### config.mk
export PLATFORM = sky130hd
export DESIGN_NAME = sacc_fifo
export DESIGN_NICKNAME = d
export VERILOG_FILES = /design/src/sv/sacc_fifo.sv
export SDC_FILE = /design/constraint.sdc
export NUM_CORES = 1
export LEC_CHECK = 0
export ABC_AREA = 1
export ABC_CLOCK_PERIOD_IN_PS = 1400
export BUFFER_PORTS_ARGS = -buffer_cell sky130_fd_sc_hd__buf_4
export CORE_MARGIN = 2
export CORE_UTILIZATION = 45
export DETAILED_ROUTE_END_ITERATION = 6
export GPL_TIMING_DRIVEN = 0
export PLACE_DENSITY_LB_ADDON = 0.15
export RECOVER_POWER = 100
export SLEW_MARGIN = 10
export SYNTH_ARGS = -nofsm -noshare
export SYNTH_HDL_FRONTEND = slang
export SYNTH_SLANG_ARGS = --single-unit
export TNS_END_PERCENT = 5
### constraint.sdc
create_clock -name clock -period 1.4 [get_ports clock]
set_input_delay 0.35 -clock clock [delete_from_list [all_inputs] [get_ports clock]]
set_output_delay 0.35 -clock clock [all_outputs]
set_load 0.01 [all_outputs]
### src/sv/sacc_fifo.sv
// Two-entry queue of fixed-width words, used between the stages of the block.
// No dependencies.
`default_nettype none
module sacc_fifo #(
   parameter int WIDTH = 8
) (
   input  wire logic             clock,
   input  wire logic             reset,
   input  wire logic             push,
   input  wire logic [WIDTH-1:0] wdata,
   output logic                  full,
   input  wire logic             pop,
   output logic      [WIDTH-1:0] rdata,
   output logic                  empty
);
   logic [WIDTH-1:0] slot_ff [2];
   logic             wptr_ff, wptr_in, rptr_ff, rptr_in;
   logic [1:0]       count_ff, count_in;
   logic             do_push, do_pop;

   assign full    = count_ff == 2'd2;
   assign empty   = count_ff == 2'd0;
   assign do_push = push && !full;
   assign do_pop  = pop && !empty;
   assign rdata   = slot_ff[rptr_ff];

   always_comb begin
      wptr_in  = wptr_ff ^ do_push;
      rptr_in  = rptr_ff ^ do_pop;
      count_in = count_ff + {1'b0, do_push} - {1'b0, do_pop};
   end

   always_ff @(posedge clock) begin
      if (reset) begin
         wptr_ff  <= 1'b0;
         rptr_ff  <= 1'b0;
         count_ff <= 2'd0;
      end else begin
         wptr_ff  <= wptr_in;
         rptr_ff  <= rptr_in;
         count_ff <= count_in;
      end
      if (do_push) begin
         slot_ff[wptr_ff] <= wdata;
      end
   end
endmodule
`default_nettype wire

* Word level (Yosys, flattened, before mapping)
Memories as Yosys holds them, arrays and structs flattened. A register that Yosys moved wholly into a read port is not among the register bits.
Index checks and enable logic that the tools add are counted.
** Word-level totals
- Memories :: 1
- Memory bits (read-only) :: 0
- Latch bits :: 0
- Word-level logic and storage cells :: 17
- Memory bits (writable) :: 16
- Register bits :: 4
** Operators by class
- Add/sub/neg operators :: 2
- Shift-type cells :: 0
- Order comparisons :: 0
- Bitwise logic cells :: 2
- Mux-type cells :: 3
- Div/mod/pow operators :: 0
- Reductions and logical operators :: 5
- Multipliers :: 0
- Equal/unequal tests :: 1
** Memories
- slot_ff :: depth 2, bits a word 8, read ports 1, clocked after Yosys merged registers in 1, write ports 1, line 16 : logic [WIDTH-1:0] slot_ff [2];
** Operators by type and width (count)
- two-way mux 1 bit :: 3
- adder 2 x 1 -> 2 bit :: 1
- == test 2 bit (second input constant) :: 1
- logical AND 1 bit :: 2
- logical NOT 1 bit :: 2
- logical NOT 2 bit :: 1
- subtractor 2 x 1 -> 2 bit :: 1
- bitwise XOR 1 bit :: 2

* Depth between registers and ports, before layout
- Word-level depth :: 5
- Depth in mapped cells :: 10
- Gate-level depth less buffers :: 10

* Worst setup path after synthesis
No wires, ideal clock.
- Path type :: register -> register
- Start point :: register count_ff[0]
- End point :: register count_ff[1]
- Library setup time :: 0.115 ns
- Data required time :: 1.285 ns
- Clock period less this slack :: 1.406 ns
- Setup slack :: -0.006 ns
- Cell stages (with the launch flop) :: 10
- Arrival time :: 1.291 ns
- Cell sequence :: dfxtp_1 nor2_2 nor2_2 ha_1 inv_1 ha_1 inv_1 nand2_1 a21oi_1 nor2_1
** Between the ends
- Elaborated cells on any way between the ends :: 8
** RTL lines
- start, declared :: line 18 : logic [1:0] count_ff, count_in;
- start signal, assigned :: line 41 : count_ff <= count_in;
- logical NOT 2 bit :: line 22 : assign empty = count_ff == 2'd0;
- net empty :: line 14 : output logic empty
- logical NOT 1 bit :: line 24 : assign do_pop = pop && !empty;
- logical AND 1 bit :: line 24
- subtractor 2 x 1 -> 2 bit :: line 30 : count_in = count_ff + {1'b0, do_push} - {1'b0, do_pop};
The timed path passes the listed nets, and every way through them passes these cells.
A chain may end at the register's enable or synchronous reset.

==> summary.md <==
| Metric | Value |
|---|---|
| Cell taking the most area after synthesis | `edfxtp_1` |
| Post-synth EDFFs | `16` |
| Async SR Flop Fraction | `0%` |
| Setup repair after global routing missed its margin | `yes` |
| Global-route congestion overflow total | `0` |
| Cell with the most instances after synthesis | `edfxtp_1` |
| Count of warnings emitted by yosys | `0` |
| Synth cell types | `12` |
| Htree depth | `1` |
| Fill count | `154` |
| Worst relative slew slack | `73.77%` |
| Final layout net count | `104` |
| Post-Route Skew | `2.721 ps` |
| Clock Sinks | `20` |
| Row cnt | `15` |
| Antenna violations before repair | `0` |
| Delay of the slowest cell on the worst path | `360 ps` |
| Iter 0 DRT Violations | `4` |
| Startpoint of the most critical hold path | `reset` |
| Final hold vios | `0` |
| Standard cell with the maximum stage delay on the critical path | `dfxtp_2` |
| Largest net degree at the start of global routing | `13` |
| Largest delay contributor family on the critical path | `flip-flops` |
| Minimum setup slack in the final design | `-168.6 ps` |
| Max IR drop VDD | `1.135 mV` |
| Final clock period utilization by the worst path | `112.0%` |
| Setup-failing EPs final | `9` |
| Area of all sequential standard cells | `564.3 µm²` |
| Clock Tree Buf Depth | `2` |
| Final antenna-violating net count | `0` |
| Antenna diode count | `0` |
| Final Slew Violations | `0` |
| Class of the most critical hold timing path | `in -> reg` |
| Number of iterations in the first detailed-routing pass | `3` |
| Area enclosed by the die boundary | `0.002261 mm²` |
| Sum Neg Setup Slack | `-1261 ps` |
| Post-layout minimum cycle time | `1569 ps` |
| TritonCTS clock tree | `yes` |
| Global-route wire length before repair | `2042 µm` |
| Critical path data arrival time | `1220 ps` |
| Share of the synthesized area in the top cell type | `56.30%` |
| Root buffer selected by CTS | `clkbuf_4` |
| Critical path endpoint category | `output port` |
| WL final | `1268 µm` |
| Static power due to leakage | `0.4985 nW` |
| Ordered list of cells on the worst path | `buf_6 > mux2_4 > buf_6` |
| Total GRT Usage | `13.97%` |
| Worst EP required | `1050 ps` |
| Kind of start point of the critical path | `flip-flop` |
| Portion of the post-synthesis area used by sequential elements | `65.69%` |
| Fraction of layout instances using a drive strength above 1 | `47.13%` |
| Width of the die | `47.55 µm` |
| Area of combinational cells with multiple inputs | `252.7 µm²` |
| Violated checks | `negative setup slack` |
| Via count of the routed design | `511` |
| Num ports | `22` |
| Count of mapped cells out of synthesis | `60` |
| Worst R2R Start | `count_ff[1]` |
| Most common library cells after synthesis | `16 x edfxtp_1, 10 x inv_1, 8 x mux2_4` |
| Post-route DRC violation count | `0` |
| Post-layout util | `65.11%` |
| Number of global-route vias before repair | `511` |
| GP Congestion | `0.7661` |
| Synthesis-to-layout area growth | `34.60%` |
| Run status | `complete, but fails checks` |
| Most used cell along the critical path | `buf_6` |
| Clock insertion delay at the later pin of the skew report | `290 ps` |
| Synth Cell Area | `853.3 µm²` |
| Transition time at the pin with the least slew margin | `393.4 ps` |
| Largest cells by area after synthesis | `edfxtp_1 56%, mux2_4 14%, dfxtp_1 9.4%` |
| Total of buffers placed on input and output ports | `21` |
| Hold bufs inserted after CTS | `0` |
| Core Area | `0.001764 mm²` |
| Effective utilization at floorplan | `48.37%` |
| CP bufs+invs | `2` |
| Number of clock buffers inserted by TritonCTS | `3` |
| Syn avg cell area | `14.22 µm²` |
| Net count of the mapped netlist | `76` |
| Vert. Die Dim | `47.55 µm` |
| Total half-perimeter wirelength after legalization and detailed placement | `884.3 µm` |
| P per Cell Area | `1859 mW/mm²` |
| Critical path fanouts, max | `5` |
| WL per Instance | `11.32 µm` |
| Maximum capacitance violations | `0` |
| Main synth FF type | `edfxtp_1` |
| Achievable Freq | `0.6375 GHz` |
| Classification of the worst setup path | `reg -> out` |
| CTS clk-pin slew, worst paths | `110 ps` |
| Launch point of the worst path | `rptr_ff` |
| Number of storage elements in the synthesis netlist | `20` |
| Vias per std cell | `4.563` |
==> state kept, by name, indices dropped and copies added (netlist names) <==
name      cells
wptr_ff       1
slot_ff      16
count_ff      2
rptr_ff       1
==> final cells by class <==
type / count / area share [%]
Buffer: 1 / 0.9804
Clock buffer: 3 / 1.961
Clock inverter: 1 / 2.614
Inverter: 10 / 3.268
Multi-Input combinational cell: 29 / 22.00
Sequential cell: 20 / 49.13
Tap cell: 25 / 2.723
Timing Repair Buffer: 23 / 17.32
==> report_power, final <==
group          switching, mW  leakage (nW)  internal [mW]
Clock                  0.163        0.0279          0.289
Sequential            0.0768         0.184          0.789
Combinational          0.366         0.287          0.451
==> what timing repair did <==
item,CTS,global route
cloned,1,0
resized for setup,15,0
pin swaps,1,0
setup endpoints to repair,25,9
setup buffers,1,0
==> through the flow <==
stage	std cells	hold slack [ps]	area [µm²]	worst slack (ps)	power (mW)
finish	112	212.3	1149	-168.6	2.135
global route	112	215.8	1149	-204.0	2.279
CTS	112	204.9	1156	-180.9	2.170
detailed placement	106	533.5	1047	-106.9	1.602
global placement	106	523.6	1047	-74.19	1.580
floorplan	60	416.7	858.3	18.01	1.337
==> kinds of logic after synthesis <==
family	after synthesis	share of synthesized area (%)
adder cells (fa/ha/maj)	4	5.865
AND/OR/NAND/NOR	15	7.478
AO/OA/AOI/OAI	2	1.172
flip-flops	20	65.69
buffers and inverters	11	5.719
multiplexers	8	14.08
==> metal layers <==
layer	up-vias	wire (µm)	GRT usage [%]
met5	-	0	0
li1	258	-	-
met4	0	19	8.108
met2	11	678	25.68
met3	2	55	2.264
met1	240	514	14.99
==> worst register-to-register path: stages, from the launching register on <==
cell and delay (ps):
dfxtp_2 380, inv_2 70, o21ai_2 130, ha_1 240
inv_1 50, ha_1 150, nand2_1 70, a21oi_1 150
nor2_1 60
==> placed cells by master, fill, tap and decap left out, drive strengths merged <==
| cell | instances |
|---|---|
| bufinv | 1 |
| nor2 | 8 |
| inv | 10 |
| nand3 | 2 |
| ha | 4 |
| a21oi | 1 |
| clkbuf | 12 |
| dfxtp | 4 |
| o21ai | 1 |
| nand2 | 5 |
| mux2 | 8 |
| edfxtp | 16 |
| buf | 15 |
==> path summary, 6_finish.rpt <==
kind	endpoint	slack [ps]	cells after the start
min	count_ff[0]	210	2
max reg2reg	count_ff[1]	-10	8
max	rdata[4]	-170	3
min reg2reg	wptr_ff	570	3
Power figures use the tool's default switching activity.
