<file path="config.mk">
export PLATFORM = sky130hd
export DESIGN_NAME = sacc_front
export DESIGN_NICKNAME = d
export VERILOG_FILES = /design/src/sv/sacc_pkg.sv /design/src/sv/sacc_front.sv
export SDC_FILE = /design/constraint.sdc
export NUM_CORES = 1
export LEC_CHECK = 0
export BUFFER_PORTS_ARGS = -buffer_cell sky130_fd_sc_hd__buf_2
export CORE_UTILIZATION = 44
export DETAILED_ROUTE_END_ITERATION = 12
export GPL_TIMING_DRIVEN = 0
export PLACE_DENSITY_LB_ADDON = 0.15
export SYNTH_ARGS = -nofsm -noshare
export SYNTH_HDL_FRONTEND = slang
export SYNTH_SLANG_ARGS = --single-unit
export TNS_END_PERCENT = 10
</file>
<file path="constraint.sdc">
create_clock -name vclk -period 3
set_input_delay 0.15 -clock vclk [all_inputs]
set_output_delay 0.15 -clock vclk [all_outputs]
set_load 0.02 [all_outputs]
</file>
<file path="src/sv/sacc_pkg.sv">
// Shared types and constants of the set-associative cache tag controller.
// No dependencies; sacc_front, sacc_back, the top level and the checker import this package.
`default_nettype none
package sacc_pkg;

   localparam int TAG_W      = 30;
   localparam int ADDR_W     = 32;
   localparam int SET_MAX_W  = 12;
   localparam int WCNT_W     = 5;
   localparam int CSR_IDX_W  = 3;
   localparam int CSR_DATA_W = 4;

   localparam logic [CSR_IDX_W-1:0] CSR_WAYS_IN_USE     = 3'd0;
   localparam logic [CSR_IDX_W-1:0] CSR_SETS_LOG2       = 3'd1;
   localparam logic [CSR_IDX_W-1:0] CSR_BLOCK_LOG2      = 3'd2;
   localparam logic [CSR_IDX_W-1:0] CSR_REPLACE_RANDOM  = 3'd3;
   localparam logic [CSR_IDX_W-1:0] CSR_WRITE_BACK_MODE = 3'd4;

   localparam logic [15:0] LFSR_SEED = 16'hACE1;

   typedef struct packed {
      logic              command;
      logic [ADDR_W-1:0] address;
   } req_type;

   typedef struct packed {
      logic              bypass;
      logic              hit;
      logic [2:0]        way;
      logic              fill_needed;
      logic [ADDR_W-1:0] fill_line_address;
      logic              writeback_needed;
      logic [ADDR_W-1:0] victim_line_address;
      logic              mem_write;
   } rsp_type;

   // One classified access as it travels from the front to the back.
   typedef struct packed {
      logic                 bypass;
      logic                 is_write;
      logic [WCNT_W-1:0]    ways;
      logic [SET_MAX_W-1:0] set;
      logic [TAG_W-1:0]     tag;
      logic [ADDR_W-1:0]    line;
      logic [3:0]           tag_shift;
      logic [2:0]           blk;
   } job_type;

   function automatic logic [15:0] lfsr_next(input logic [15:0] v);
      logic fb;
      fb = v[0] ^ v[2] ^ v[3] ^ v[5];
      return {fb, v[15:1]};
   endfunction

endpackage
`default_nettype wire

</file>
<file path="src/sv/sacc_front.sv">
// Front end: clamps the geometry registers and splits an address into set, tag, line.
// Depends on sacc_pkg.
`default_nettype none
module sacc_front
   import sacc_pkg::*;
#(
   parameter int MAX_WAYS = 8,
   parameter int MAX_SETS = 256
) (
   input  wire req_type   req,
   input  wire logic [3:0] ways_in_use,
   input  wire logic [3:0] sets_log2,
   input  wire logic [2:0] block_log2,
   output job_type        job
);
   localparam int SLOG_MAX = $clog2(MAX_SETS + 1) - 1;

   logic [WCNT_W-1:0] ways;
   logic [3:0]        s;
   logic [2:0]        b;
   logic [ADDR_W-1:0] set_mask, blk_mask, shifted;

   always_comb begin
      ways = ({1'b0, ways_in_use} > WCNT_W'(MAX_WAYS)) ? WCNT_W'(MAX_WAYS)
                                                       : {1'b0, ways_in_use};
      s = (sets_log2 > 4'(SLOG_MAX)) ? 4'(SLOG_MAX) : sets_log2;
      b = (block_log2 < 3'd2) ? 3'd2 : ((block_log2 > 3'd6) ? 3'd6 : block_log2);
      set_mask = (ADDR_W'(1) << s) - ADDR_W'(1);
      blk_mask = (ADDR_W'(1) << b) - ADDR_W'(1);
      shifted  = req.address >> b;
      job.bypass    = ways == '0;
      job.is_write  = req.command;
      job.ways      = ways;
      job.set       = SET_MAX_W'(shifted & set_mask);
      job.tag       = TAG_W'(req.address >> ({1'b0, s} + {2'b0, b}));
      job.line      = req.address & ~blk_mask;
      job.tag_shift = s + {1'b0, b};
      job.blk       = b;
   end
endmodule
`default_nettype wire

</file>
# ---- Yosys cells after proc, flatten, opt, wreduce, memory -nomap -nowiden
# Index checks and enable logic that the tools add are counted.
dict set report word_totals {
  reg_bits 0
  input_bits 44
}
dict set report op_classes {
  add_sub_neg 4
  n_lt_le_gt_ge 4
  shifts 4
  mux 4
  bitwise_logic 3
  n_reduce_logical 1
}
# cell count
set ops {}
lappend ops {{32-bit bitwise AND} 1}
lappend ops {{32-bit NOT} 1}
lappend ops {{1-bit by 3-bit << shifter with 32-bit output, first input constant} 1}
lappend ops {{32-bit by 3-bit >> shifter with 12-bit output} 1}
lappend ops {{32-bit by 5-bit >> shifter with 30-bit output} 1}
lappend ops {{32-bit by 2-bit subtractor with 32-bit output, second input constant} 1}
lappend ops {{12-bit bitwise AND} 1}
lappend ops {{1-bit by 4-bit << shifter with 12-bit output, first input constant} 1}
lappend ops {{12-bit by 2-bit subtractor with 12-bit output, second input constant} 1}
lappend ops {{4-bit greater-than comparator, second input constant} 2}
lappend ops {{4-bit two-way mux} 2}
lappend ops {{3-bit two-way mux} 2}
lappend ops {{4-bit by 3-bit adder with 5-bit output} 1}
lappend ops {{5-bit logical NOT} 1}
lappend ops {{4-bit by 3-bit adder with 4-bit output} 1}
lappend ops {{3-bit greater-than comparator, second input constant} 1}
lappend ops {{3-bit by 2-bit < comparator with 1-bit output, second input constant} 1}

# ---- Depth between registers and ports, before layout
dict set report logic_depth {
  depth_word 7
  mapped_depth 14
}

# ---- Least setup slack after synthesis
# No wires, ideal clock.
dict set report synth_path {
  kind {in2out}
  startpoint {in block_log2[0]}
  endpoint {out job[40] (netlist bit)}
  arrival_ps 3433
  required_time_ps 2850
  slack_ps -583
  stages 12
  path_cell_list {clkbuf_1 > nand2_1 > inv_1 > ha_1 > fa_1 > buf_6 > buf_8 > buf_2 > o22a_1 > o21a_1 > mux2_2 > o21ai_0}
}
# element line_no
set synth_lines {}
lappend synth_lines {{start: declaration} sacc_front.sv:13} ;# input wire logic [2:0] block_log2,
lappend synth_lines {{end: declaration} sacc_front.sv:14} ;# output job_type job

==> flow_metrics.env <==
export IMPL_drv_slew=0
export IMPL_port_buffers=120
export IMPL_required_ns=2.85
export IMPL_fp_coreArea_um2=5642
export IMPL_setup_viol=9
export IMPL_violations="setup timing"
export IMPL_synth_distinct_cells=53
export IMPL_mostFrequentLayoutCell="buf_2"
export IMPL_critical_path_arrival_ns=3.01
export IMPL_grt_setup_unrepaired="yes"
export IMPL_slew_headroom_pct=60.01
export IMPL_finalCritPeriodShare_pct=105.4
export IMPL_syn_instance_count=340
export IMPL_power_density_nw_per_um2=373.0
export IMPL_crit_family="multiplexers"
export IMPL_dieArea_um2=6335
export IMPL_slowest_stage="fa_2"
export IMPL_tightestPinTransition_ns=0.5998
export IMPL_outcome="finished, violations left"
export IMPL_maxCapViolations=0
export IMPL_grt_max_degree=11
export IMPL_pin_count=132
export IMPL_fin_nets=533
export IMPL_fillers=514
export IMPL_yosysSeqAreaShare_pct=0
export IMPL_seq_cells=0
export IMPL_dp_hpwl_um=7332
export IMPL_final_cell_mix="buf_2, nand2_1, clkbuf_1"
export IMPL_vias=3311
export IMPL_die_h_um=79.59
export IMPL_netlist_area_um2=2649
export IMPL_multiInputGateArea_um2=2466
export IMPL_grt_overflow_total=0
export IMPL_ys_warn_count=0
export IMPL_drt_initial_drc_count=262
export IMPL_wire_per_inst_um=17.58
export IMPL_num_antenna_cells=0
export IMPL_hold_viol_final=0
export IMPL_drive_gt1_share_pct=50.10
export IMPL_grt_pass1_wl_um=15260
export IMPL_rows=27
export IMPL_syn2layout_area_growth_pct=42.75
export IMPL_clock_buffers=0
export IMPL_route_detailed_drc=0
export IMPL_endpoint="job[50]"
export IMPL_antenna_found_initial=0
export IMPL_hp_class="in -> out"
export IMPL_grt_pass1_vias=2928
export IMPL_slowest_delay_ns=0.63
export IMPL_gp_congestion=0.9588
export IMPL_register_area_um2=0
export IMPL_track_usage_pct=30.61
export IMPL_critPathLaunchType="input pin"
export IMPL_fmax_mhz=316.4
export IMPL_cp_depth=13
export IMPL_path_cells="clkbuf_16 > xor2_2 > nand2_2 > inv_4 > ha_4 > fa_2 > buf_8 > buf_12 > mux2i_4 > mux2i_1 > mux4_2 > a22o_1 > buf_6"
export IMPL_fin_total_pwr_uw=1410
export IMPL_final_core_util_pct=67.02
export IMPL_startpoint="block_log2[2]"
export IMPL_worst_slack_ns=-0.1607
export IMPL_crit_fanout=6
export IMPL_syn_avg_cell_area_um2=7.791
export IMPL_worst_setup_path_type="in -> out"
export IMPL_ant_nets=0
export IMPL_initial_core_util_pct=46.95
export IMPL_first_pass_iters=5
export IMPL_hold_buffers=0
export IMPL_holdPathStages=2
export IMPL_p_leak_uw=0.001800
export IMPL_worst_setup_path_end_kind="output pin"
export IMPL_totalWireLength_um=9722
export IMPL_min_period_ns=3.161
export IMPL_irDropWorstVdd_mv=0.2170
export IMPL_worst_path_buf_inv=5
export IMPL_holdWs_ns=0.5171
export IMPL_via_per_inst=5.987
export IMPL_die_w_um=79.59
-- cell type report --
type,instances,area share (%)
well taps,72,2.383
plain buffers,59,10.09
inverters,14,1.456
repair buffers,135,20.85
multi-input cells,273,65.22
-- worst min-delay path by stage --
stage / startpoint / to
6_report: req[32] / job[86]
3_5_place_dp: req[32] / job[86]
3_3_place_gp: req[32] / job[86]
5_1_grt: req[32] / job[86]
2_1_floorplan: ways_in_use[3] / job[81]
4_1_cts: req[32] / job[86]
-- timing repair --
item | 4_1_cts | 5_1_grt
buffers inserted | 11 | 2
gates cloned | 2 | 0
resized for setup | 44 | 15
pin swaps | 4 | 1
endpoints found under the setup margin | 28 | 21
-- routing by layer --
layer  track usage (%)  vias to the layer above  share of wire (%)
met5                 0                        -                  0
met1             42.31                     1516                 41
met4             5.636                        0                2.5
met2             52.74                      247                 47
li1                  -                     1517                  -
met3             1.600                       31                8.9
-- Yosys cell counts, types with 3 or more instances --
cell	count	share of area, %
buf_2	8	1.5
mux4_1	7	6.9
nand3_1	3	0.57
nand2b_1	3	0.71
o21ai_0	15	2.8
a22o_1	5	1.7
buf_4	8	2.3
o22ai_1	4	0.94
nand2_1	43	6.1
nor2b_1	10	2.4
nor2_1	25	3.5
o211ai_1	6	1.7
ha_1	5	2.4
mux4_2	19	16
buf_6	5	2.1
inv_1	11	1.6
buf_1	3	0.43
nor3_1	4	0.76
mux2i_1	33	12
mux2_2	13	5.5
a311oi_1	3	0.99
and2_1	4	0.94
nor3b_1	3	0.85
buf_8	3	1.7
clkbuf_1	32	4.5
a21oi_1	21	4.0
a211oi_1	10	2.8
-- power by group --
part           internal (uW)  leakage [uW]  switching (uW)
clock                      0             0               0
combinational            617       0.00180             794
sequential                 0             0               0
-- through the flow --
stage | setup slack, ns | TNS, ns | area (um^2) | std cells
2_1_floorplan | -0.09757 | -0.7254 | 2735 | 346
3_3_place_gp | -0.5182 | -8.033 | 3426 | 538
3_5_place_dp | -0.5178 | -8.202 | 3426 | 538
4_1_cts | -0.06700 | -0.2113 | 3734 | 551
5_1_grt | -0.2087 | -1.670 | 3781 | 553
6_report | -0.1607 | -0.7365 | 3781 | 553
-- cell families (layout without fill, tap and decap cells) --
group	after synthesis	after routing	synth area share, %
adder cells (fa/ha/maj)	6	6	3.118
AO/OA/AOI/OAI	78	78	19.75
buffers and inverters	73	208	14.55
AND/OR/NAND/NOR	104	104	18.80
XOR/XNOR	3	3	1.276
multiplexers	74	74	42.23
other	2	8	0.2835
No activity file was read; power rests on OpenSTA's default activity.
